### config.mk
export PLATFORM = sky130hd
export DESIGN_NAME = gvp_front
export DESIGN_NICKNAME = d
export VERILOG_FILES = /design/src/gvp_pkg.sv /design/src/gvp_front.sv
export SDC_FILE = /design/constraint.sdc
export NUM_CORES = 2
export LEC_CHECK = 0
export BUFFER_PORTS_ARGS = -buffer_cell sky130_fd_sc_hd__clkbuf_2
export CORE_ASPECT_RATIO = 0.8
export CORE_MARGIN = 2
export CORE_UTILIZATION = 65
export CTS_CLUSTER_DIAMETER = 80
export DETAILED_ROUTE_END_ITERATION = 7
export GPL_TIMING_DRIVEN = 0
export PLACE_DENSITY = 0.84
export SYNTH_ARGS = -nofsm -noshare
export SYNTH_HDL_FRONTEND = slang
export SYNTH_SLANG_ARGS = --single-unit
### constraint.sdc
create_clock -name clk -period 16.6 [get_ports clk]
set_input_delay 3.32 -clock clk [delete_from_list [all_inputs] [get_ports clk]]
set_output_delay 3.32 -clock clk [all_outputs]
set_load 0.02 [all_outputs]
### src/gvp_pkg.sv
`timescale 1ns / 1ps

package gvp_pkg;

	localparam int CORDIC_STAGES_DEF = 20;
	localparam int COORD_BITS_DEF    = 8;

	localparam int FIELD_BITS  = 8;
	localparam int SCALE_BITS  = 10;
	localparam int PRE_SHIFT   = 20;
	localparam int ANGLE_FRAC  = 24;
	localparam int ZW          = 34;
	localparam int DIST_BITS   = 23;
	localparam int BEARING_BITS = 17;

	localparam logic signed [ZW-1:0] DEG180_Q24 = 34'sd3019898880;
	localparam logic signed [ZW-1:0] BEARING_LIMIT = 34'sd46080;
	localparam logic [31:0] DIST_MAX = 32'd8388607;

	localparam logic [SCALE_BITS-1:0] CELL_WIDTH_RST  = 10'd225;
	localparam logic [SCALE_BITS-1:0] CELL_HEIGHT_RST = 10'd200;

	localparam logic [29:0] ATAN_DEG_Q24 [32] = '{
		30'd754974720, 30'd445687602, 30'd235489088, 30'd119537938,
		30'd60000934,  30'd30029717,  30'd15018523,  30'd7509720,
		30'd3754917,   30'd1877466,   30'd938734,    30'd469367,
		30'd234684,    30'd117342,    30'd58671,     30'd29335,
		30'd14668,     30'd7334,      30'd3667,      30'd1833,
		30'd917,       30'd458,       30'd229,       30'd115,
		30'd57,        30'd29,        30'd14,        30'd7,
		30'd4,         30'd2,         30'd1,         30'd0
	};

	typedef enum logic [1:0] {
		REG_CELL_WIDTH,
		REG_CELL_HEIGHT,
		REG_BEARING_SWAP
	} cfg_reg_t;

	typedef struct packed {
		logic [SCALE_BITS-1:0] cell_width;
		logic [SCALE_BITS-1:0] cell_height;
		logic                  swap;
	} cfg_t;

endpackage

### src/gvp_front.sv
`timescale 1ns / 1ps

module gvp_front
	import gvp_pkg::*;
#(
	parameter int COORD_BITS = COORD_BITS_DEF
) (
	input  logic clk,
	input  logic arst_n,
	input  cfg_t cfg,
	input  logic in_valid,
	output logic in_ready,
	input  logic [FIELD_BITS-1:0] start_col,
	input  logic [FIELD_BITS-1:0] start_row,
	input  logic [FIELD_BITS-1:0] target_col,
	input  logic [FIELD_BITS-1:0] target_row,
	output logic out_valid,
	input  logic out_ready,
	output logic signed [COORD_BITS+SCALE_BITS+PRE_SHIFT+2:0] x_out,
	output logic signed [COORD_BITS+SCALE_BITS+PRE_SHIFT+2:0] y_out,
	output logic signed [ZW-1:0] z_out,
	output logic [2*(COORD_BITS+SCALE_BITS)+8:0] rem_out
);

	localparam int DW  = COORD_BITS + 1;
	localparam int MAG = COORD_BITS + SCALE_BITS;
	localparam int PW  = MAG + 1;
	localparam int SQW = 2 * MAG;
	localparam int XW  = MAG + PRE_SHIFT + 3;
	localparam int SW  = 2 * MAG + 9;

	logic v_s1, v_s2, v_s3, v_s4;
	logic rdy_s1, rdy_s2, rdy_s3, rdy_s4;

	logic signed [DW-1:0] dx_s1, dy_s1;
	logic signed [PW-1:0] px_s2, py_s2, bx_s2, by_s2;
	logic [SQW-1:0] sqx_s3, sqy_s3;
	logic signed [XW-1:0] x_s3, y_s3, x_s4, y_s4;
	logic signed [ZW-1:0] z_s3, z_s4;
	logic [SW-1:0] rem_s4;

	logic signed [PW-1:0] px_n, py_n, bx_n, by_n;
	logic signed [PW-1:0] ax_w, ay_w;
	logic [MAG-1:0] ax, ay;
	logic signed [XW-1:0] bxe, bye, x_n, y_n;
	logic signed [ZW-1:0] z_n;
	logic [SCALE_BITS-1:0] bscale_x, bscale_y;

	assign rdy_s4 = !v_s4 || out_ready;
	assign rdy_s3 = !v_s3 || rdy_s4;
	assign rdy_s2 = !v_s2 || rdy_s3;
	assign rdy_s1 = !v_s1 || rdy_s2;
	assign in_ready = rdy_s1;

	always_comb begin
		bscale_x = cfg.swap ? cfg.cell_height : cfg.cell_width;
		bscale_y = cfg.swap ? cfg.cell_width : cfg.cell_height;
		px_n = PW'(dx_s1) * PW'($signed({1'b0, cfg.cell_width}));
		py_n = PW'(dy_s1) * PW'($signed({1'b0, cfg.cell_height}));
		bx_n = PW'(dx_s1) * PW'($signed({1'b0, bscale_x}));
		by_n = PW'(dy_s1) * PW'($signed({1'b0, bscale_y}));
	end

	always_comb begin
		ax_w = px_s2[PW-1] ? -px_s2 : px_s2;
		ay_w = py_s2[PW-1] ? -py_s2 : py_s2;
		ax = ax_w[MAG-1:0];
		ay = ay_w[MAG-1:0];
		bxe = XW'(bx_s2);
		bye = XW'(by_s2);
		if (bx_s2[PW-1]) begin
			x_n = (-bxe) <<< PRE_SHIFT;
			y_n = (-bye) <<< PRE_SHIFT;
			z_n = by_s2[PW-1] ? -DEG180_Q24 : DEG180_Q24;
		end else begin
			x_n = bxe <<< PRE_SHIFT;
			y_n = bye <<< PRE_SHIFT;
			z_n = '0;
		end
	end

	always_ff @(posedge clk or negedge arst_n) begin
		if (!arst_n) begin
			v_s1 <= 1'b0;
			v_s2 <= 1'b0;
			v_s3 <= 1'b0;
			v_s4 <= 1'b0;
		end else begin
			if (rdy_s1) v_s1 <= in_valid;
			if (rdy_s2) v_s2 <= v_s1;
			if (rdy_s3) v_s3 <= v_s2;
			if (rdy_s4) v_s4 <= v_s3;
		end
	end

	always_ff @(posedge clk) begin
		if (rdy_s1 && in_valid) begin
			dx_s1 <= $signed(DW'(COORD_BITS'(target_col))) - $signed(DW'(COORD_BITS'(start_col)));
			dy_s1 <= $signed(DW'(COORD_BITS'(target_row))) - $signed(DW'(COORD_BITS'(start_row)));
		end
		if (rdy_s2 && v_s1) begin
			px_s2 <= px_n;
			py_s2 <= py_n;
			bx_s2 <= bx_n;
			by_s2 <= by_n;
		end
		if (rdy_s3 && v_s2) begin
			sqx_s3 <= SQW'(ax) * SQW'(ax);
			sqy_s3 <= SQW'(ay) * SQW'(ay);
			x_s3 <= x_n;
			y_s3 <= y_n;
			z_s3 <= z_n;
		end
		if (rdy_s4 && v_s3) begin
			rem_s4 <= (SW'(sqx_s3) + SW'(sqy_s3)) << 8;
			x_s4 <= x_s3;
			y_s4 <= y_s3;
			z_s4 <= z_s3;
		end
	end

	assign out_valid = v_s4;
	assign x_out = x_s4;
	assign y_out = y_s4;
	assign z_out = z_s4;
	assign rem_out = rem_s4;

endmodule

Yosys cells after proc, flatten, opt, wreduce, memory -nomap -nowiden
Index checks and enable logic that the tools add are counted.
Cells by class
  multiplexer cells: 7
  $add $sub $neg: 7
  multipliers: 6
  reduce and logical (&&, ||, !) cells: 12
Operator list (number)
  $mul A9 B11 Y19: 4
  $mul A18 B18 Y36: 2
  $neg A19 Y21: 2
  $mux W41: 1
  $mux W38: 1
  $add A36 B36 Y37: 1
  $mux W18: 2
  $neg A18 Y18: 2
  $mux W34: 1
  $mux W10: 2
  $sub A8 B8 Y9: 2
  $logic_and A1 B1 Y1: 4
  $logic_not A1 Y1: 4
  $logic_or A1 B1 Y1: 4
Storage, ports and cells
  input port bits: 57
  output and inout port bits: 163
  register bits: 439

Longest topological paths before layout
  word-level depth: 6
  mapped depth: 33
  mapped depth without buffers: 31

Worst setup path after synthesis
OpenSTA, ideal clock, no wires.
  path kind: input-to-reg
  from: in cfg[0] in the netlist's numbering
  to: reg by_s2[18] (data pin)
  data required time: 16.340 ns
  buffers on the path: 1
  library setup time: 0.260 ns
  path slack: 7.996 ns
  stages on the path: 18
  arrival: 8.344 ns
  cells stage by stage: clkbuf_1 mux2i_1 nand2_1 fa_1 fa_1 inv_1 fa_1 fa_1 fa_1 ha_1 inv_1 o21bai_1 a211oi_1 o31ai_1 or4_1 a31o_2 a21oi_1 xnor2_1
On the way
  word-level cells in the longest chain between the ends: 2
RTL lines
  start, declared: line gvp_front.sv:10  | input cfg_t cfg,
  $mux W10: line gvp_front.sv:57  | bscale_y = cfg.swap ? cfg.cell_width : cfg.cell_height;
  $mul A9 B11 Y19: line gvp_front.sv:61  | by_n = PW'(dy_s1) * PW'($signed({1'b0, bscale_y}));
  via by_n[18]: line gvp_front.sv:42  | logic signed [PW-1:0] px_n, py_n, bx_n, by_n;
  end signal, assigned: line gvp_front.sv:105  | by_s2 <= by_n;
  end, declared: line gvp_front.sv:36  | logic signed [PW-1:0] px_s2, py_s2, bx_s2, by_s2;
The timed path passes the listed nets, and every way through them passes these cells.
A chain may end at the register's enable or synchronous reset.

Worst setup path in the final report
  from: reg px_s2[0]
  to: reg sqx_s3[35] (data pin)
On the way
  word-level cells in the longest chain between the ends: 3
RTL lines
  start, declared: line gvp_front.sv:36
  start signal, assigned: line gvp_front.sv:102  | px_s2 <= px_n;
  $neg A18 Y18: line gvp_front.sv:65  | ax_w = px_s2[PW-1] ? -px_s2 : px_s2;
  $mux W18 *: line gvp_front.sv:65
  $mul A18 B18 Y36 *: line gvp_front.sv:108  | sqx_s3 <= SQW'(ax) * SQW'(ax);
  end signal, assigned: line gvp_front.sv:108
  end, declared: line gvp_front.sv:37  | logic [SQW-1:0] sqx_s3, sqy_s3;
Every way passes the cells marked *; elsewhere a longest branch is shown, timed or not.

==> metrics <==
Cells after Synth between 4000 and 5000; DRT met1 WL approximately 38000 um; Final GP Congestion roughly 1; Cell Area, Synth 42420 um^2; Reg-to-Reg Start px_s2[0]; worst-path maximum fanout 11; met2 WL 45040 um; CTS root buf clkbuf_16; final core occ a little over 70%; CTS Hold Bufs 0; RSZ-0062 raised after global routing no; pin count of the biggest net entering global routing 76; 1st-iter DRT viols approximately 2500; CP endpoint kind flop; CTS tree done; layout cell share with drive strength beyond 1 between 7 and 8%; initial core utilization 65.88%; met3 wire length roughly 11000 um; count leader, synth inv_1; Final WS setup ~6.0 ns; DP HPWL about 79000 um; Hold Crit Start x_s3[23]; CP max stage delay 0.80 ns; Tmin final about 11 ns; r2r worst-path depth 30; drt first pass iters 6; Die Span Y 232.5 um; Distinct cells, synth about 80; post-synthesis sequential area ratio between 20% and 30%; hold path endpoint x_out[23]; synthesis-stage register bit count around 300; maximum capacitance violations 0; Vias roughly 30000; vias in the first global route around 32000; I/O Pins 220; Rows between 80 and 90; Least-Margin Pin Slew roughly 1.4 ns; Syn Area/Cell 9.956 um^2; clock sinks between 200 and 300; nets@finish between 5000 and 6000; top area cells in the synthesized netlist fa_1 (31%), edfxtp_1 (21%), ha_1 (14%); Reg clk slew, reported paths 0.06 ns; status finished clean; Slew HR 3.054%; worst slack, placed 6.363 ns; highest metal used met5; Worst-Skew Late Latency ~0.63 ns; drt total wl about 96000 um; R2R setup slack 5.98 ns; highest clock rate roughly 0.094 GHz; Core ar. approximately 64000 um^2; top post-synthesis cells by count inv_1 (957), fa_1 (665), ha_1 (482); ys async rst share ~1.4%; Setup TNS Final 0 ns; startpoint types flop; area grow syn2layout 7.448%; Die W between 200 and 300 um; H-tree levels 1; worst min-delay path category reg2reg; Routed Antenna Nets 0; r2r endpoint sqx_s3[35]; gr usage total between 20 and 30%; via/cell ratio about 5.6; Setup Skew around 0.083 ns; hold path cells 0; clock buffer depth 3; CP required 16.90 ns; initial antenna violation count 8; Fin. Hold Viols 0; number of synthesized flops with an enable pin around 290; post-synth top area cell fa_1; slowest stage cell, crit path xor2_1; number of setup buffers added after CTS 0; Synth Flop Type edfxtp_1; CTS Buf Count 30; CTS resizes 0; number of setup violations in the final report 0; max-slew violation count 0; die area 67340 um^2; total grt overflow 0; DR WL/cell roughly 18 um; Synth top area share a little under a third; fill cell count 4600; Yosys Warn Count 0; first-pass GRT wire length about 160000 um; WP data arrival 10.92 ns; PortBufs 144; final cycle utilization of the critical path between 60% and 70%; DRC 0; crit path kind reg2reg
critical path: cells and delay by family, from the launching register on:
kind | cells | cell delay [ns]
adder cells (fa/ha/maj) | 8 | 3.85
buffers and inverters | 9 | 1.97
AO/OA/AOI/OAI | 5 | 1.89
AND/OR/NAND/NOR | 6 | 1.30
XOR/XNOR | 2 | 0.92
flip-flops | 1 | 0.42
registers in the layout (all words and copies together) (netlist names):
name	cells
dy_s1	9
z_out	3
sqy_s3	35
rem_out	37
bx_s2	19
px_s2	19
dx_s1	9
v_s1	1
y_out	21
y_s3	21
by_s2	19
py_s2	19
x_s3	21
z_s3	3
v_s3	1
out_valid	1
v_s2	1
sqx_s3	35
x_out	21
cell type report:
cell class | instances | area [um^2] | area share (%)
antenna | 6 | 15.01 | 0.03294
buffer | 181 | 988.4 | 2.169
clock buffer | 37 | 797.0 | 1.749
clock inverter | 15 | 173.9 | 0.3816
inverter | 972 | 3651 | 8.010
multi-input combinational | 2888 | 29240 | 64.14
sequential | 295 | 8838 | 19.39
tap | 850 | 1064 | 2.333
timing repair buffer | 148 | 815.8 | 1.790
how the worst max path moves through the flow:
stage	from	endpoint	slack, ns	depth (start not counted)
2_1_floorplan	cfg[0]	by_s2[18]	8.00	18
3_3_place_gp	px_s2[0]	sqx_s3[35]	6.51	30
3_5_place_dp	px_s2[0]	sqx_s3[35]	6.36	30
4_1_cts	px_s2[0]	sqx_s3[35]	6.31	30
5_1_grt	px_s2[0]	sqx_s3[35]	5.62	30
6_report	px_s2[0]	sqx_s3[35]	5.98	30
stage by stage:
| stage | cell area (um^2) | hold slack (ns) | cells |
|---|---|---|---|
| 3_5_place_dp | 44590 | 0.4045 | 5334 |
| 5_1_grt | 45570 | 0.4255 | 5386 |
| 3_3_place_gp | 44490 | 0.4012 | 5330 |
| 4_1_cts | 45570 | 0.4179 | 5386 |
| 2_1_floorplan | 42700 | 0.4003 | 4336 |
| 6_report | 45580 | 0.4187 | 5392 |
cells in the final DEF, fill, tap and decap left out, types with 18 or more instances in the layout:
cell type    n
xnor2_1    177
o31ai_1     18
ha_1       482
or2_2       22
fa_1       665
clkbuf_16   30
xor2_1      67
nor3_1      22
conb_1      76
o21ai_0     83
inv_1      957
clkbuf_2   144
edfxtp_1   291
mux2_2      18
nand2b_1    41
a21oi_1     97
and2_1     127
a21o_1      59
nor2b_1     45
nor2_1     245
nand2_1    418
clkbuf_1   100
buf_4       79
nand3_1     30
per-layer routing:
metal,up-vias,track usage (%)
li1,13630,-
met1,14760,39.87
met2,1441,49.02
met3,199,7.402
met4,6,7.420
met5,-,0
kinds of logic (layout without fill, tap and decap cells):
kind of cell,Yosys count,after routing,share of synthesized area [%]
fa+ha+maj,1147,1147,45.60
buf+inv,1153,1353,10.94
xor+xnor,245,245,5.103
mux,22,22,0.5722
other cells,1,82,0.008840
simple gates,1022,1022,11.14
flops,295,295,20.84
compound gates,376,376,5.808
Power is not shown: default switching activity piles up to over one toggle a cycle in this logic, so the estimate is an artifact.
