<file path="src/gvp_pkg.sv">
`timescale 1ns / 1ps

package gvp_pkg;

	localparam int CORDIC_STAGES_DEF = 20;
	localparam int COORD_BITS_DEF    = 8;

	localparam int FIELD_BITS  = 8;
	localparam int SCALE_BITS  = 10;
	localparam int PRE_SHIFT   = 20;
	localparam int ANGLE_FRAC  = 24;
	localparam int ZW          = 34;
	localparam int DIST_BITS   = 23;
	localparam int BEARING_BITS = 17;

	localparam logic signed [ZW-1:0] DEG180_Q24 = 34'sd3019898880;
	localparam logic signed [ZW-1:0] BEARING_LIMIT = 34'sd46080;
	localparam logic [31:0] DIST_MAX = 32'd8388607;

	localparam logic [SCALE_BITS-1:0] CELL_WIDTH_RST  = 10'd225;
	localparam logic [SCALE_BITS-1:0] CELL_HEIGHT_RST = 10'd200;

	localparam logic [29:0] ATAN_DEG_Q24 [32] = '{
		30'd754974720, 30'd445687602, 30'd235489088, 30'd119537938,
		30'd60000934,  30'd30029717,  30'd15018523,  30'd7509720,
		30'd3754917,   30'd1877466,   30'd938734,    30'd469367,
		30'd234684,    30'd117342,    30'd58671,     30'd29335,
		30'd14668,     30'd7334,      30'd3667,      30'd1833,
		30'd917,       30'd458,       30'd229,       30'd115,
		30'd57,        30'd29,        30'd14,        30'd7,
		30'd4,         30'd2,         30'd1,         30'd0
	};

	typedef enum logic [1:0] {
		REG_CELL_WIDTH,
		REG_CELL_HEIGHT,
		REG_BEARING_SWAP
	} cfg_reg_t;

	typedef struct packed {
		logic [SCALE_BITS-1:0] cell_width;
		logic [SCALE_BITS-1:0] cell_height;
		logic                  swap;
	} cfg_t;

endpackage

</file>
<file path="src/gvp_back.sv">
`timescale 1ns / 1ps

module gvp_back
	import gvp_pkg::*;
#(
	parameter int COORD_BITS = COORD_BITS_DEF
) (
	input  logic clk,
	input  logic arst_n,
	input  logic in_valid,
	output logic in_ready,
	input  logic signed [ZW-1:0] z_in,
	input  logic [2*(COORD_BITS+SCALE_BITS)+8:0] rem_in,
	input  logic [COORD_BITS+SCALE_BITS+4:0] root_in,
	output logic out_valid,
	input  logic out_ready,
	output logic [DIST_BITS-1:0] distance_q4,
	output logic signed [BEARING_BITS-1:0] bearing_q8
);

	localparam int MAG = COORD_BITS + SCALE_BITS;
	localparam int SW  = 2 * MAG + 9;
	localparam int RW  = MAG + 5;

	logic [RW:0] rnd;
	logic [31:0] rnd_w;
	logic [DIST_BITS-1:0] dist_n;
	logic signed [ZW-1:0] zr, zc;
	logic valid_q;

	assign in_ready = !valid_q || out_ready;

	always_comb begin
		rnd = (RW + 1)'(root_in) + (RW + 1)'(rem_in > SW'(root_in));
		rnd_w = 32'(rnd);
		dist_n = (rnd_w > DIST_MAX) ? DIST_MAX[DIST_BITS-1:0] : rnd_w[DIST_BITS-1:0];
		zr = (z_in + (ZW'(1) <<< (ANGLE_FRAC - 9))) >>> (ANGLE_FRAC - 8);
		if (zr > BEARING_LIMIT) begin
			zc = BEARING_LIMIT;
		end else if (zr < -BEARING_LIMIT) begin
			zc = -BEARING_LIMIT;
		end else begin
			zc = zr;
		end
	end

	always_ff @(posedge clk or negedge arst_n) begin
		if (!arst_n) begin
			valid_q <= 1'b0;
		end else if (in_ready) begin
			valid_q <= in_valid;
		end
	end

	always_ff @(posedge clk) begin
		if (in_ready && in_valid) begin
			distance_q4 <= dist_n;
			bearing_q8 <= zc[BEARING_BITS-1:0];
		end
	end

	assign out_valid = valid_q;

endmodule
</file>
<file path="config.mk">
export PLATFORM = sky130hd
export DESIGN_NAME = gvp_back
export DESIGN_NICKNAME = d
export VERILOG_FILES = /design/src/gvp_pkg.sv /design/src/gvp_back.sv
export SDC_FILE = /design/constraint.sdc
export NUM_CORES = 1
export LEC_CHECK = 0
export ABC_CLOCK_PERIOD_IN_PS = 1700
export BUFFER_PORTS_ARGS = -buffer_cell sky130_fd_sc_hd__buf_2
export CAP_MARGIN = 10
export CORE_UTILIZATION = 44
export CTS_BUF_LIST = sky130_fd_sc_hd__clkbuf_8
export CTS_CLUSTER_SIZE = 12
export DETAILED_ROUTE_END_ITERATION = 8
export PLACE_DENSITY = 0.79
export SETUP_SLACK_MARGIN = 0.2
export SLEW_MARGIN = 20
export SYNTH_ARGS = -nofsm -noshare
export SYNTH_HDL_FRONTEND = slang
export SYNTH_SLANG_ARGS = --single-unit
</file>
<file path="constraint.sdc">
create_clock -name clk -period 1.7 [get_ports clk]
set_input_delay 0.34 -clock clk [delete_from_list [all_inputs] [get_ports clk]]
set_output_delay 0.34 -clock clk [all_outputs]
set_load 0.03 [all_outputs]
</file>
# After elaboration in Yosys (flattened, before gate mapping)
# Index checks and enable logic that the tools add are counted.
[op_classes] order_cmp=4 mux=1 reduce_logical=4 add_sub_neg=2
[op_table] cell="greater-than comparator 45 x 23 -> 1 bit" count=1
[op_table] cell="adder 34 x 17 -> 34 bit (second input constant)" count=1
[op_table] cell="adder 23 x 1 -> 24 bit" count=1
[op_table] cell="greater-than comparator 24 x 23 -> 1 bit (second input constant)" count=1
[op_table] cell="greater-than comparator 18 x 17 -> 1 bit (second input constant)" count=1
[op_table] cell="less-than comparator 18 x 17 -> 1 bit (second input constant)" count=1
[op_table] cell="two-way mux 17 bit" count=1
[op_table] cell="OR reduction 2 bit" count=1
[op_table] cell="logical AND 1 bit" count=1
[op_table] cell="logical NOT 1 bit" count=1
[op_table] cell="logical OR 1 bit" count=1
[word_totals] word_cells=15 reg_bits=41

# Depth between registers and ports, before layout
# Gate-level depths: netlist of run 1.
[depth] word_depth=3 mapped_depth=16

# Worst setup path after synthesis of run 1
# OpenSTA, ideal clock, no wires.
[synth_timing] path_type="input to register" startpoint="in root_in[8]" endpoint="reg distance_q4[10] (data pin)" path_buffers=1 setup_slack_ns=-1.444 cell_stages=14 setup_time_ns=0.268 t_arrival_ns=2.877 required_time_ns=1.432 cell_sequence="inv_1 > ha_1 > and4_1 > a2111oi_0 > a31oi_1 > o21ai_0 > a21oi_1 > ha_1 > and2_1 > and4_1 > nor2b_1 > nand2_1 > clkbuf_1 > nand2_1"
[synth_between] elab_chain_len=3
[synth_rtl] element="from (decl)" line="gvp_back.sv:14" rtl="input logic [COORD_BITS+SCALE_BITS+4:0] root_in,"
[synth_rtl] element="greater-than comparator 45 x 23 -> 1 bit" line="gvp_back.sv:34" rtl="rnd = (RW + 1)'(root_in) + (RW + 1)'(rem_in > SW'(root_in));"
[synth_rtl] element="adder 23 x 1 -> 24 bit (*)" line="gvp_back.sv:34"
[synth_rtl] element="greater-than comparator 24 x 23 -> 1 bit" line="gvp_back.sv:36" rtl="dist_n = (rnd_w > DIST_MAX) ? DIST_MAX[DIST_BITS-1:0] : rnd_w[DIST_BITS-1:0];"
[synth_rtl] element="to (signal assigned)" line="gvp_back.sv:57" rtl="distance_q4 <= dist_n;"
[synth_rtl] element="to (decl)" line="gvp_back.sv:17" rtl="output logic [DIST_BITS-1:0] distance_q4,"
# Mark *: on every way between the ends. The rest lies on a longest branch, timed or not.
# A chain may end at the register's enable or synchronous reset.

# Final worst setup path of run 1
[layout_timing] startpoint="in root_in[1]" endpoint="reg distance_q4[16] (data pin)"
# Same word-level chain as after synthesis.

==> results of run 1 <==
[per-layer routing]
metal	up-vias	part of all wire, %	GRT usage (%)
met1	1963	35	36.3
met3	98	9.4	6.79
met4	0	6.0	16.7
met5	-	0	0
met2	361	49	56.4
li1	1808	-	-
[worst paths after layout]
path	from	to	slack, ps	cells after the start
setup / recovery	root_in[1]	distance_q4[16]	-1180	18
hold / removal	in_valid	out_valid	260	2
setup reg to reg	out_valid	distance_q4[5]	440	3
hold reg to reg	out_valid	out_valid	550	2
max in group asynchronous	arst_n	out_valid	1290	2
min in group asynchronous	arst_n	out_valid	330	2
[power groups by stage]
stage | logic [W] | registers, W | clock network [W]
after CTS | 0.000982 | 0.00120 | 0.000836
after detailed placement | 0.000907 | 0.00122 | 0
final | 0.00112 | 0.00120 | 0.000863
after floorplan | 0.000362 | 0.00134 | 0
after global placement | 0.000870 | 0.00122 | 0
after global routing | 0.00118 | 0.00121 | 0.000906
[cells by family (layout without fill, tap and decap cells)]
family	after synthesis	after routing	synth area share, %
AND/OR/NAND/NOR	149	152	25.2
AO/OA/AOI/OAI	55	55	11.2
buffers and inverters	42	302	5.44
flip-flops	41	41	37.8
XOR/XNOR	34	34	9.88
adder cells (fa/ha/maj)	26	26	10.0
multiplexers	1	1	0.347
[metrics by stage]
stage / cells / hold WS (ps) / util, % / total power (W)
2_1_floorplan: 348 / 44.4 / - / 0.00171
3_3_place_gp: 673 / 115 / 72.2 / 0.00209
3_5_place_dp: 673 / 119 / 72.2 / 0.00213
4_1_cts: 697 / 261 / 80.7 / 0.00302
5_1_grt: 707 / 263 / 85.7 / 0.00329
6_report: 707 / 256 / 85.7 / 0.00318
[sequential cells by signal, indices dropped and copies added (netlist names)]
name         cells
distance_q4     23
bearing_q8      17
out_valid        1
[Yosys cell counts, types with 4 or more instances]
cell      count
xnor2_1      25
xor2_1        6
nor2_1       22
o21ai_0      10
nand2_1      32
nor4_1       12
nor3_1       12
o21a_1        5
buf_2         6
ha_1         26
nand4_1      13
inv_1        27
a31oi_1       4
clkbuf_1      6
nand3_1      16
a21o_1        4
or3_1         4
nand2b_1      6
edfxtp_1     40
and4_1        5
o211ai_1      5
and3_1        8
a21oi_1      13
nor2b_1       5
[worst register-to-register path, stage by stage, from the launching register on]
cell and delay (ps):
dfrtp_1 400, nand2b_2 90, and2_4 300, buf_12 190
[what timing repair did]
item | in CTS | in global routing
hold buffers | 1 | 0
endpoints found under the hold margin | 1 | 0
pin swaps | 36 | 40
endpoints found under the setup margin | 40 | 40
cloned | 3 | 0
gates resized for setup | 71 | 57
buffers inserted | 12 | 10
[area by class of cell]
type	instances	area share [%]
multi-input combinational	268	42.1
timing repair buffer	267	31.3
sequential	41	20.6
tap	96	2.02
inverter	27	1.96
clock buffer	6	1.39
clock inverter	2	0.631
==> summary.txt, run 1 <==
Outcome
  – Status: complete, but fails checks
  – Failing checks: setup timing

Pwr
  – Worst vdd ir: 721 uV
  – Power per cell area: 535 mW/mm2
  – Sequential share of power: 37.8%
  – Clock network power share: 27.1%
  – Sw power: 0.00101 W
  – P_leak: 2.67 nW
  – Sw frac: 31.7%
  – Pint: 0.00217 W
  – Gate power share: 35.1%

Finish
  – Multi-input logic area: 0.00250 mm2
  – Diodes inserted: 0
  – Most frequent cells in the layout: 122 x buf_2, 113 x buf_4, 40 x edfxtp_1
  – Commonest non-fill, non-tap cell in the layout: buf_2
  – Final Cell Area: 0.00595 mm2
  – FF/Latch Area: 0.00123 mm2
  – Synth-to-layout area growth: 83.6%
  – Layout cells sized above 1: 63.5%
  – Layout filler cell count: 325
  – Nets: 742

Routing
  – Avg WL per Cell: 20.0 um
  – Initial DRC count: 441
  – Routed vias/inst: 5.98
  – Vias: 4230
  – TritonRoute pass-1 iters: 8
  – Final WL: 14100 um
  – Antenna Nets Post-Route: 0
  – Drt drc: 0

Yosys
  – Asr flop ratio synth: 2.44%
  – EDFF count, synth: 40
  – Synth area leaders: edfxtp_1 37%, ha_1 10%, xnor2_1 6.8%, nand2_1 3.7%, inv_1 3.1%
  – #FFs+latches synth: 41
  – Mapped cell area: 0.00324 mm2
  – Area leader, netlist: edfxtp_1
  – Register area share after synthesis: 37.8%
  – Avg Cell Area, Syn: 9.32 um2
  – Yosys cell types: 50
  – Ys Warns: 0
  – Syn nets: 480
  – Synth Instances: 348
  – Top cell type's share of synthesized area: 37.1%
  – Main flop type after synthesis: edfxtp_1

Critical path
  – CP Capture Type: flip-flop
  – Critical path data arrival time: 2930 ps
  – Crit path kind: in2reg
  – CP max stage delay: 260 ps
  – CP bufs+invs: 4
  – CP max FO: 4
  – CP startpoint kind: input pin
  – Crit path max-delay family: compound AO/OA/AOI/OAI gates
  – CP max stage cell: nand4_1
  – Critical-path cell list: buf_8 > inv_8 > ha_4 > nor2b_1 > o21a_1 > o21a_1 > o211ai_1 > a31oi_1 > o21ai_1 > a21oi_1 > ha_2 > ha_4 > nand4_1 > buf_4 > buf_6 > nor2_4 > xnor2_2 > nand2_1
  – Req. time, crit path: 1760 ps

Placement
  – Post-DP HPWL: 8170 um
  – Setup WS pre-CTS: -1380 ps
  – Placer Congestion: 0.874
  – DP Area: 0.00501 mm2
  – IO buf count: 132

STA
  – Pins over their slew limit: 0
  – Tcrit/Tclk final: 169%
  – Clock Skew: 7.92 ps
  – Setup TNS: -34190 ps
  – Period minus WS final: 2880 ps
  – Final hold violations: 0
  – Max_slew headroom: 37.6%
  – Post-route setup slack: -1180 ps
  – Unrepaired setup endpoints after global routing: true
  – Final setup fails: 39
  – Slew @ Worst Pin: 935 ps
  – Fmax: 348 MHz

Clocking
  – Max clock buf depth: 2
  – Clock transition at path regs: 80 ps
  – CTS tree: yes
  – Clk root buf: clkbuf_8
  – CTS H-tree lvls: 2
  – Sink Count: 41
  – Cts bufs inserted: 5
  – Clock Latency Late Sink: 300 ps

Job
  – Max_cap viols: 0

Global routing
  – GRT overflow: 0
  – First-pass GRT wire length: 19000 um
  – Pin count of the biggest net entering global routing: 16
  – Initial antenna violation count: 0
  – Vias in the first global route: 4082
  – Total Routing Usage GR: 32.0%

Worst hold path
  – Hold Crit Class: in2reg

Floorplanning
  – Chip width: 87.8 um
  – Die area: 0.00771 mm2
  – Die Y: 87.8 um
  – Num rows: 30
  – IO Count: 148
  – Initial Util: 46.7%
  – Core area: 0.00694 mm2
(Power assumes the default switching activity.)
==> run 2, diff against run 1 <==
ABC_CLOCK_PERIOD_IN_PS = 2900   (was 1700)
CORE_UTILIZATION = 45   (was 44)
PLACE_DENSITY = 0.77   (was 0.79)
clock period = 2.9 ns   (was 1.7 ns; I/O delays follow)
==> run 2 against run 1 <==
The run still ends with setup timing left. Die area decreased by 2.2%. Cell area down 16%. Cell count shrank 9.1%. First-iteration DRC count down 54%. Utilization is 13 points lower. Sequential share of layout area rose by 3.9 points. Combinational power down 54%. Non-clock buffer count shrank 61. Power decreased by 48%. Clock power fell by 49%. Critical path depth shrank 1. Clock-buffer cell count is 1 lower.
==> summary.txt, run 2 (synthesized netlist as in run 1, its figures left out) <==
Finish
  – Diodes inserted: 0 (unchanged)
  – Synth-to-layout area growth: 54.1% (was 83.6%)
  – Layout filler cell count: 521 (was 325)
  – Commonest non-fill, non-tap cell in the layout: buf_2 (unchanged)
  – Layout cells sized above 1: 49.9% (was 63.5%)
  – Nets: 678 (was 742)
  – FF/Latch Area: 0.00123 mm2 (unchanged)
  – Multi-input logic area: 0.00217 mm2 (was 0.00250 mm2)
  – Most flops, register: distance_q4 (unchanged)
  – Final Cell Area: 0.00500 mm2 (was 0.00595 mm2)
  – Largest register FFs: 23 (unchanged)
  – Most frequent cells in the layout: 129 x buf_2, 71 x buf_4, 40 x edfxtp_1 (was 122 x buf_2, 113 x buf_4, 40 x edfxtp_1)

Critical path
  – Reg2reg path depth: 3 (unchanged)
  – Req. time, crit path: 2940 ps (was 1760 ps)
  – Reg2Reg Launch Point: out_valid (unchanged)
  – CP startpoint kind: input pin (unchanged)
  – Critical path data arrival time: 3030 ps (was 2930 ps)
  – CP Capture Type: flip-flop (unchanged)
  – CP startpoint: root_in[1] (unchanged)
  – CP max FO: 3 (was 4)
  – Crit path kind: in2reg (unchanged)

STA
  – Final hold violations: 0 (unchanged)
  – Unrepaired setup endpoints after global routing: true (unchanged)
  – Period minus WS final: 2990 ps
  – Slew @ Worst Pin: 534 ps (was 935 ps)
  – Post-route setup slack: -86.0 ps (was -1180 ps)
  – Clock Skew: 2.77 ps (was 7.92 ps)
  – Max_slew headroom: 64.1% (was 37.6%)
  – Tcrit/Tclk final: 103%
  – Fmax: 335 MHz
  – Pins over their slew limit: 0 (unchanged)
  – Final setup fails: 5 (was 39)

Floorplanning
  – Chip width: 86.9 um (was 87.8 um)
  – Initial Util: 47.2% (was 46.7%)
  – Core area: 0.00687 mm2 (was 0.00694 mm2)
  – Die area: 0.00755 mm2 (was 0.00771 mm2)
  – Die Y: 86.9 um (was 87.8 um)
  – Num rows: 30 (unchanged)
  – IO Count: 148 (unchanged)

Routing
  – Metal2 WL: 4810 um (was 6950 um)
  – Final WL: 9390 um (was 14100 um)
  – Vias: 3411 (was 4230)
  – Met3 WL: 462 um (was 1330 um)
  – M1 wire length: 3900 um (was 4990 um)
  – Initial DRC count: 202 (was 441)
  – Antenna Nets Post-Route: 0 (unchanged)
  – Drt drc: 0 (unchanged)
  – Avg WL per Cell: 14.6 um (was 20.0 um)
  – TritonRoute pass-1 iters: 4 (was 8)
  – Top Metal Used: met4 (unchanged)
  – Routed vias/inst: 5.30 (was 5.98)

Global routing
  – Total Routing Usage GR: 24.6% (was 32.0%)
  – Pin count of the biggest net entering global routing: 20 (was 16)
  – First-pass GRT wire length: 14500 um (was 19000 um)
  – Vias in the first global route: 3266 (was 4082)
  – GRT overflow: 0 (unchanged)
  – Initial antenna violation count: 0 (unchanged)

Pwr
  – Worst vdd ir: 239 uV (was 721 uV)
  – Power per cell area: 333 mW/mm2 (was 535 mW/mm2)
  – P_leak: 2.27 nW (was 2.67 nW)

Clocking
  – Clock transition at path regs: 80 ps (about the same)
  – Clock Latency Late Sink: 290 ps (was 300 ps)
  – Cts bufs inserted: 5 (unchanged)
  – CTS H-tree lvls: 2 (unchanged)
  – Clk root buf: clkbuf_8 (unchanged)
  – Sink Count: 41 (unchanged)
  – CTS Hold Buffers Added: 0 (was 1)
  – CTS tree: yes (unchanged)
  – Max clock buf depth: 2 (unchanged)

Placement
  – Setup WS pre-CTS: -417 ps (was -1380 ps)
  – DP Area: 0.00461 mm2 (was 0.00501 mm2)
  – Placer Congestion: 0.910 (was 0.874)
  – IO buf count: 132 (unchanged)
  – Post-DP HPWL: 7430 um (was 8170 um)

Outcome
  – Failing checks: setup timing (unchanged)
  – Status: complete, but fails checks (unchanged)

Job
  – Max_cap viols: 0 (unchanged)

Worst hold path
  – Hold Crit Class: in2async (was in2reg)
run 2: repair_timing:
action | CTS | global route
gates cloned | 0 | 0
gates resized for setup | 23 | 19
buffers inserted | 2 | 5
setup endpoints to repair | 23 | 34
pin swaps | 10 | 14
run 2: layout make-up:
type,instances,share of cell area (%)
inverter,27,2.23
multi-input combinational,265,43.5
sequential,41,24.5
clock inverter,3,0.751
tap,96,2.40
clock buffer,5,1.38
timing repair buffer,206,25.2
run 2: routing by layer:
| layer | vias to the layer above | GRT usage, % |
|---|---|---|
| met5 | - | 0 |
| met4 | 0 | 9.55 |
| met3 | 23 | 4.08 |
| met2 | 120 | 43.0 |
| met1 | 1595 | 30.2 |
| li1 | 1673 | - |
run 2: final timing paths:
check / end / slack (ps)
max: distance_q4[22] / -90
min: out_valid / 50
max reg2reg: distance_q4[5] / 1380
min reg2reg: out_valid / 550
max in group asynchronous: out_valid / 2760
min in group clk: out_valid / 500
run 2: worst max-delay path, cell delays in order:
cell      delay (ps)
buf_8             90
inv_8             30
ha_4             250
nor2b_4          130
o21a_1           120
o21a_1           110
o211ai_1          90
a31oi_1          220
o21ai_1           80
a21oi_1          170
ha_2             230
ha_4             130
nand4_1          170
nor2_2           210
and3_4           220
nand3_2           80
o21a_1           130
run 2: per-stage QoR:
stage | total power [W] | cells | util, % | hold WS (ps) | setup TNS, ps
final | 0.00166 | 643 | 72.8 | 52.8 | -231
after global routing | 0.00173 | 643 | 72.8 | 39.5 | -1940
after CTS | 0.00165 | 638 | 70.5 | 49.3 | 0
after detailed placement | 0.00120 | 628 | 67.2 | 359 | -8330
after global placement | 0.00118 | 628 | 67.2 | 355 | -5770
after floorplan | 0.000987 | 348 | - | 284 | -71.8
run 2: power by group:
part	switching, W	internal [W]	total (W)
Combinational	0.000288	0.000229	0.000517
Sequential	0.00000897	0.000694	0.000703
Clock	0.000192	0.000251	0.000443
==> run 3, diff against run 2 <==
CORE_UTILIZATION = 49   (was 45)
GPL_ROUTABILITY_DRIVEN = 0   (was not set)
PLACE_DENSITY = 0.83   (was 0.77)
SETUP_SLACK_MARGIN = not set   (was 0.2)
==> run 3 against run 2 <==
The run still ends with setup timing left. Die area shrank 8.0%. Hold slack lost 4.1 ps. Sequential share of layout area fell by 0.092 points. Combinational power down 1%. Power down 4.3%. Clock power fell by 15%. Flip-flop and latch count stayed put. Critical path depth shrank 2.
==> summary.txt, run 3 (synthesized netlist as in run 1, its figures left out) <==
STA
  – Final setup fails: 23 (was 5)
  – Clock Skew: 9.87 ps (was 2.77 ps)
  – Final hold violations: 0 (unchanged)
  – Max_slew headroom: 38.3% (was 64.1%)
  – Post-route setup slack: -241 ps (was -86.0 ps)
  – Unrepaired setup endpoints after global routing: true (unchanged)
  – Tcrit/Tclk final: 108% (was 103%)
  – Fmax: 318 MHz (was 335 MHz)
  – Slew @ Worst Pin: 925 ps (was 534 ps)
  – Period minus WS final: 3140 ps (was 2990 ps)
  – Pins over their slew limit: 0 (unchanged)

Pwr
  – Worst vdd ir: 332 uV (was 239 uV)
  – Sw power: 0.000507 W (was 0.000489 W)
  – Sw frac: 31.8% (was 29.4%)
  – P_leak: 2.25 nW (was 2.27 nW)
  – Power per cell area: 317 mW/mm2 (was 333 mW/mm2)
  – Gate power share: 32.1% (was 31.1%)
  – Sequential share of power: 44.2% (was 42.3%)
  – Clock network power share: 23.7% (was 26.7%)
  – Pint: 0.00108 W (was 0.00117 W)

Placement
  – Setup WS pre-CTS: -494 ps (was -417 ps)
  – Post-DP HPWL: 7150 um (was 7430 um)
  – IO buf count: 132 (unchanged)

Routing
  – Avg WL per Cell: 16.3 um (was 14.6 um)
  – Drt drc: 0 (unchanged)
  – Vias: 3547 (was 3411)
  – TritonRoute pass-1 iters: 4 (unchanged)
  – Final WL: 10300 um (was 9390 um)
  – Antenna Nets Post-Route: 0 (unchanged)
  – Initial DRC count: 233 (was 202)
  – Routed vias/inst: 5.61 (was 5.30)

Finish
  – Nets: 686 (was 678)
  – Largest register FFs: 23 (unchanged)
  – Final core occ: 78.5% (was 72.8%)
  – Layout cells sized above 1: 51.5% (was 49.9%)
  – Most frequent cells in the layout: 130 x buf_2, 75 x buf_4, 40 x edfxtp_1 (was 129 x buf_2, 71 x buf_4, 40 x edfxtp_1)
  – Synth-to-layout area growth: 54.7% (was 54.1%)
  – Diodes inserted: 0 (unchanged)
  – Most flops, register: distance_q4 (unchanged)
  – Commonest non-fill, non-tap cell in the layout: buf_2 (unchanged)

Clocking
  – Clock transition at path regs: 80 ps (about the same)
  – CTS tree: yes (unchanged)
  – Sink Count: 41 (unchanged)
  – CTS H-tree lvls: 2 (unchanged)
  – CTS Hold Buffers Added: 0 (unchanged)
  – Max clock buf depth: 2 (unchanged)
  – Clk root buf: clkbuf_8 (unchanged)
  – Cts bufs inserted: 5 (unchanged)
  – Clock Latency Late Sink: 290 ps (about the same)

Floorplanning
  – Chip width: 83.3 um (was 86.9 um)
  – Die Y: 83.3 um (was 86.9 um)
  – Die area: 0.00695 mm2 (was 0.00755 mm2)
  – IO Count: 148 (unchanged)
  – Initial Util: 50.8% (was 47.2%)
  – Num rows: 29 (was 30)
  – Core area: 0.00639 mm2 (was 0.00687 mm2)

Critical path
  – R2r endpoint: bearing_q8[15] (was distance_q4[5])
  – CP Capture Type: flip-flop (unchanged)
  – Reg2Reg Launch Point: out_valid (unchanged)
  – Worst R2R Setup Slack: 1450 ps (was 1380 ps)
  – Critical path capture point: distance_q4[20] (was distance_q4[22])
  – Critical path data arrival time: 3180 ps (was 3030 ps)
  – CP max FO: 4 (was 3)
  – CP startpoint: root_in[6] (was root_in[1])
  – Req. time, crit path: 2940 ps (about the same)
  – Reg2reg path depth: 3 (unchanged)
  – CP startpoint kind: input pin (unchanged)
  – Crit path kind: in2reg (unchanged)

Global routing
  – Total Routing Usage GR: 26.7% (was 24.6%)
  – Initial antenna violation count: 0 (unchanged)
  – Pin count of the biggest net entering global routing: 41 (was 20)
  – First-pass GRT wire length: 15200 um (was 14500 um)
  – GRT overflow: 0 (unchanged)
  – Vias in the first global route: 3446 (was 3266)

Worst hold path
  – Hold Crit Class: in2async (unchanged)

Job
  – Max_cap viols: 0 (unchanged)

Outcome
  – Failing checks: setup timing (unchanged)
  – Status: complete, but fails checks (unchanged)
==> run 3: area by class of cell <==
class	count	area [um2]
Multi-Input combinational cell	268	2200
Fill cell	415	1370
Timing Repair Buffer	211	1290
Sequential cell	41	1230
Inverter	27	109
Tap cell	77	96.3
Clock buffer	5	68.8
Clock inverter	3	18.8
==> run 3: how the worst min path moves through the flow <==
stage	start	endpoint	slack (ps)
after floorplan	arst_n	out_valid	280
after global placement	arst_n	out_valid	360
after detailed placement	arst_n	out_valid	360
after CTS	arst_n	out_valid	50
after global routing	arst_n	out_valid	40
final	arst_n	out_valid	50
==> run 3: worst max-delay path, cell delays in order <==
cell	delay, ps
buf_2	90
inv_2	40
ha_1	300
and4_4	240
o211ai_1	100
a31oi_1	220
o21ai_1	110
a21oi_1	160
ha_2	240
ha_4	140
nand4_1	250
nor2_2	270
nand4_1	140
xnor2_1	200
nand2_1	80
==> run 3: timing repair <==
action / 4_1_cts / 5_1_grt
endpoints found under the hold margin: 0 / 0
buffers inserted: 3 / 4
gates resized for setup: 22 / 32
gates cloned: 0 / 3
endpoints found under the setup margin: 22 / 23
pin swaps: 25 / 25
==> run 3: layer usage <==
layer	vias to the layer above	global-route usage, %	routed length [um]
li1	1689	-	-
met1	1660	32.3	4050
met2	167	46.6	5240
met3	31	5.77	690
met4	0	9.56	297
met5	-	0	0
==> run 3: through the flow <==
step / hold slack (ps) / setup TNS, ps / total power (W) / instances / cell area [um2]
2_1_floorplan: 284 / -80.0 / 0.000978 / 348 / 3350
3_3_place_gp: 355 / -5340 / 0.00117 / 614 / 4560
3_5_place_dp: 355 / -8390 / 0.00119 / 614 / 4560
4_1_cts: 48.1 / -829 / 0.00156 / 625 / 4760
5_1_grt: 37.2 / -3960 / 0.00166 / 632 / 5020
6_report: 48.8 / -1900 / 0.00159 / 632 / 5020
==> run 3: power by group through the flow <==
stage	clock network [W]	logic [W]	registers (W)
3_5_place_dp	0	0.000475	0.000716
3_3_place_gp	0	0.000457	0.000715
5_1_grt	0.000399	0.000553	0.000706
4_1_cts	0.000378	0.000484	0.000703
2_1_floorplan	0	0.000190	0.000789
6_report	0.000377	0.000511	0.000703
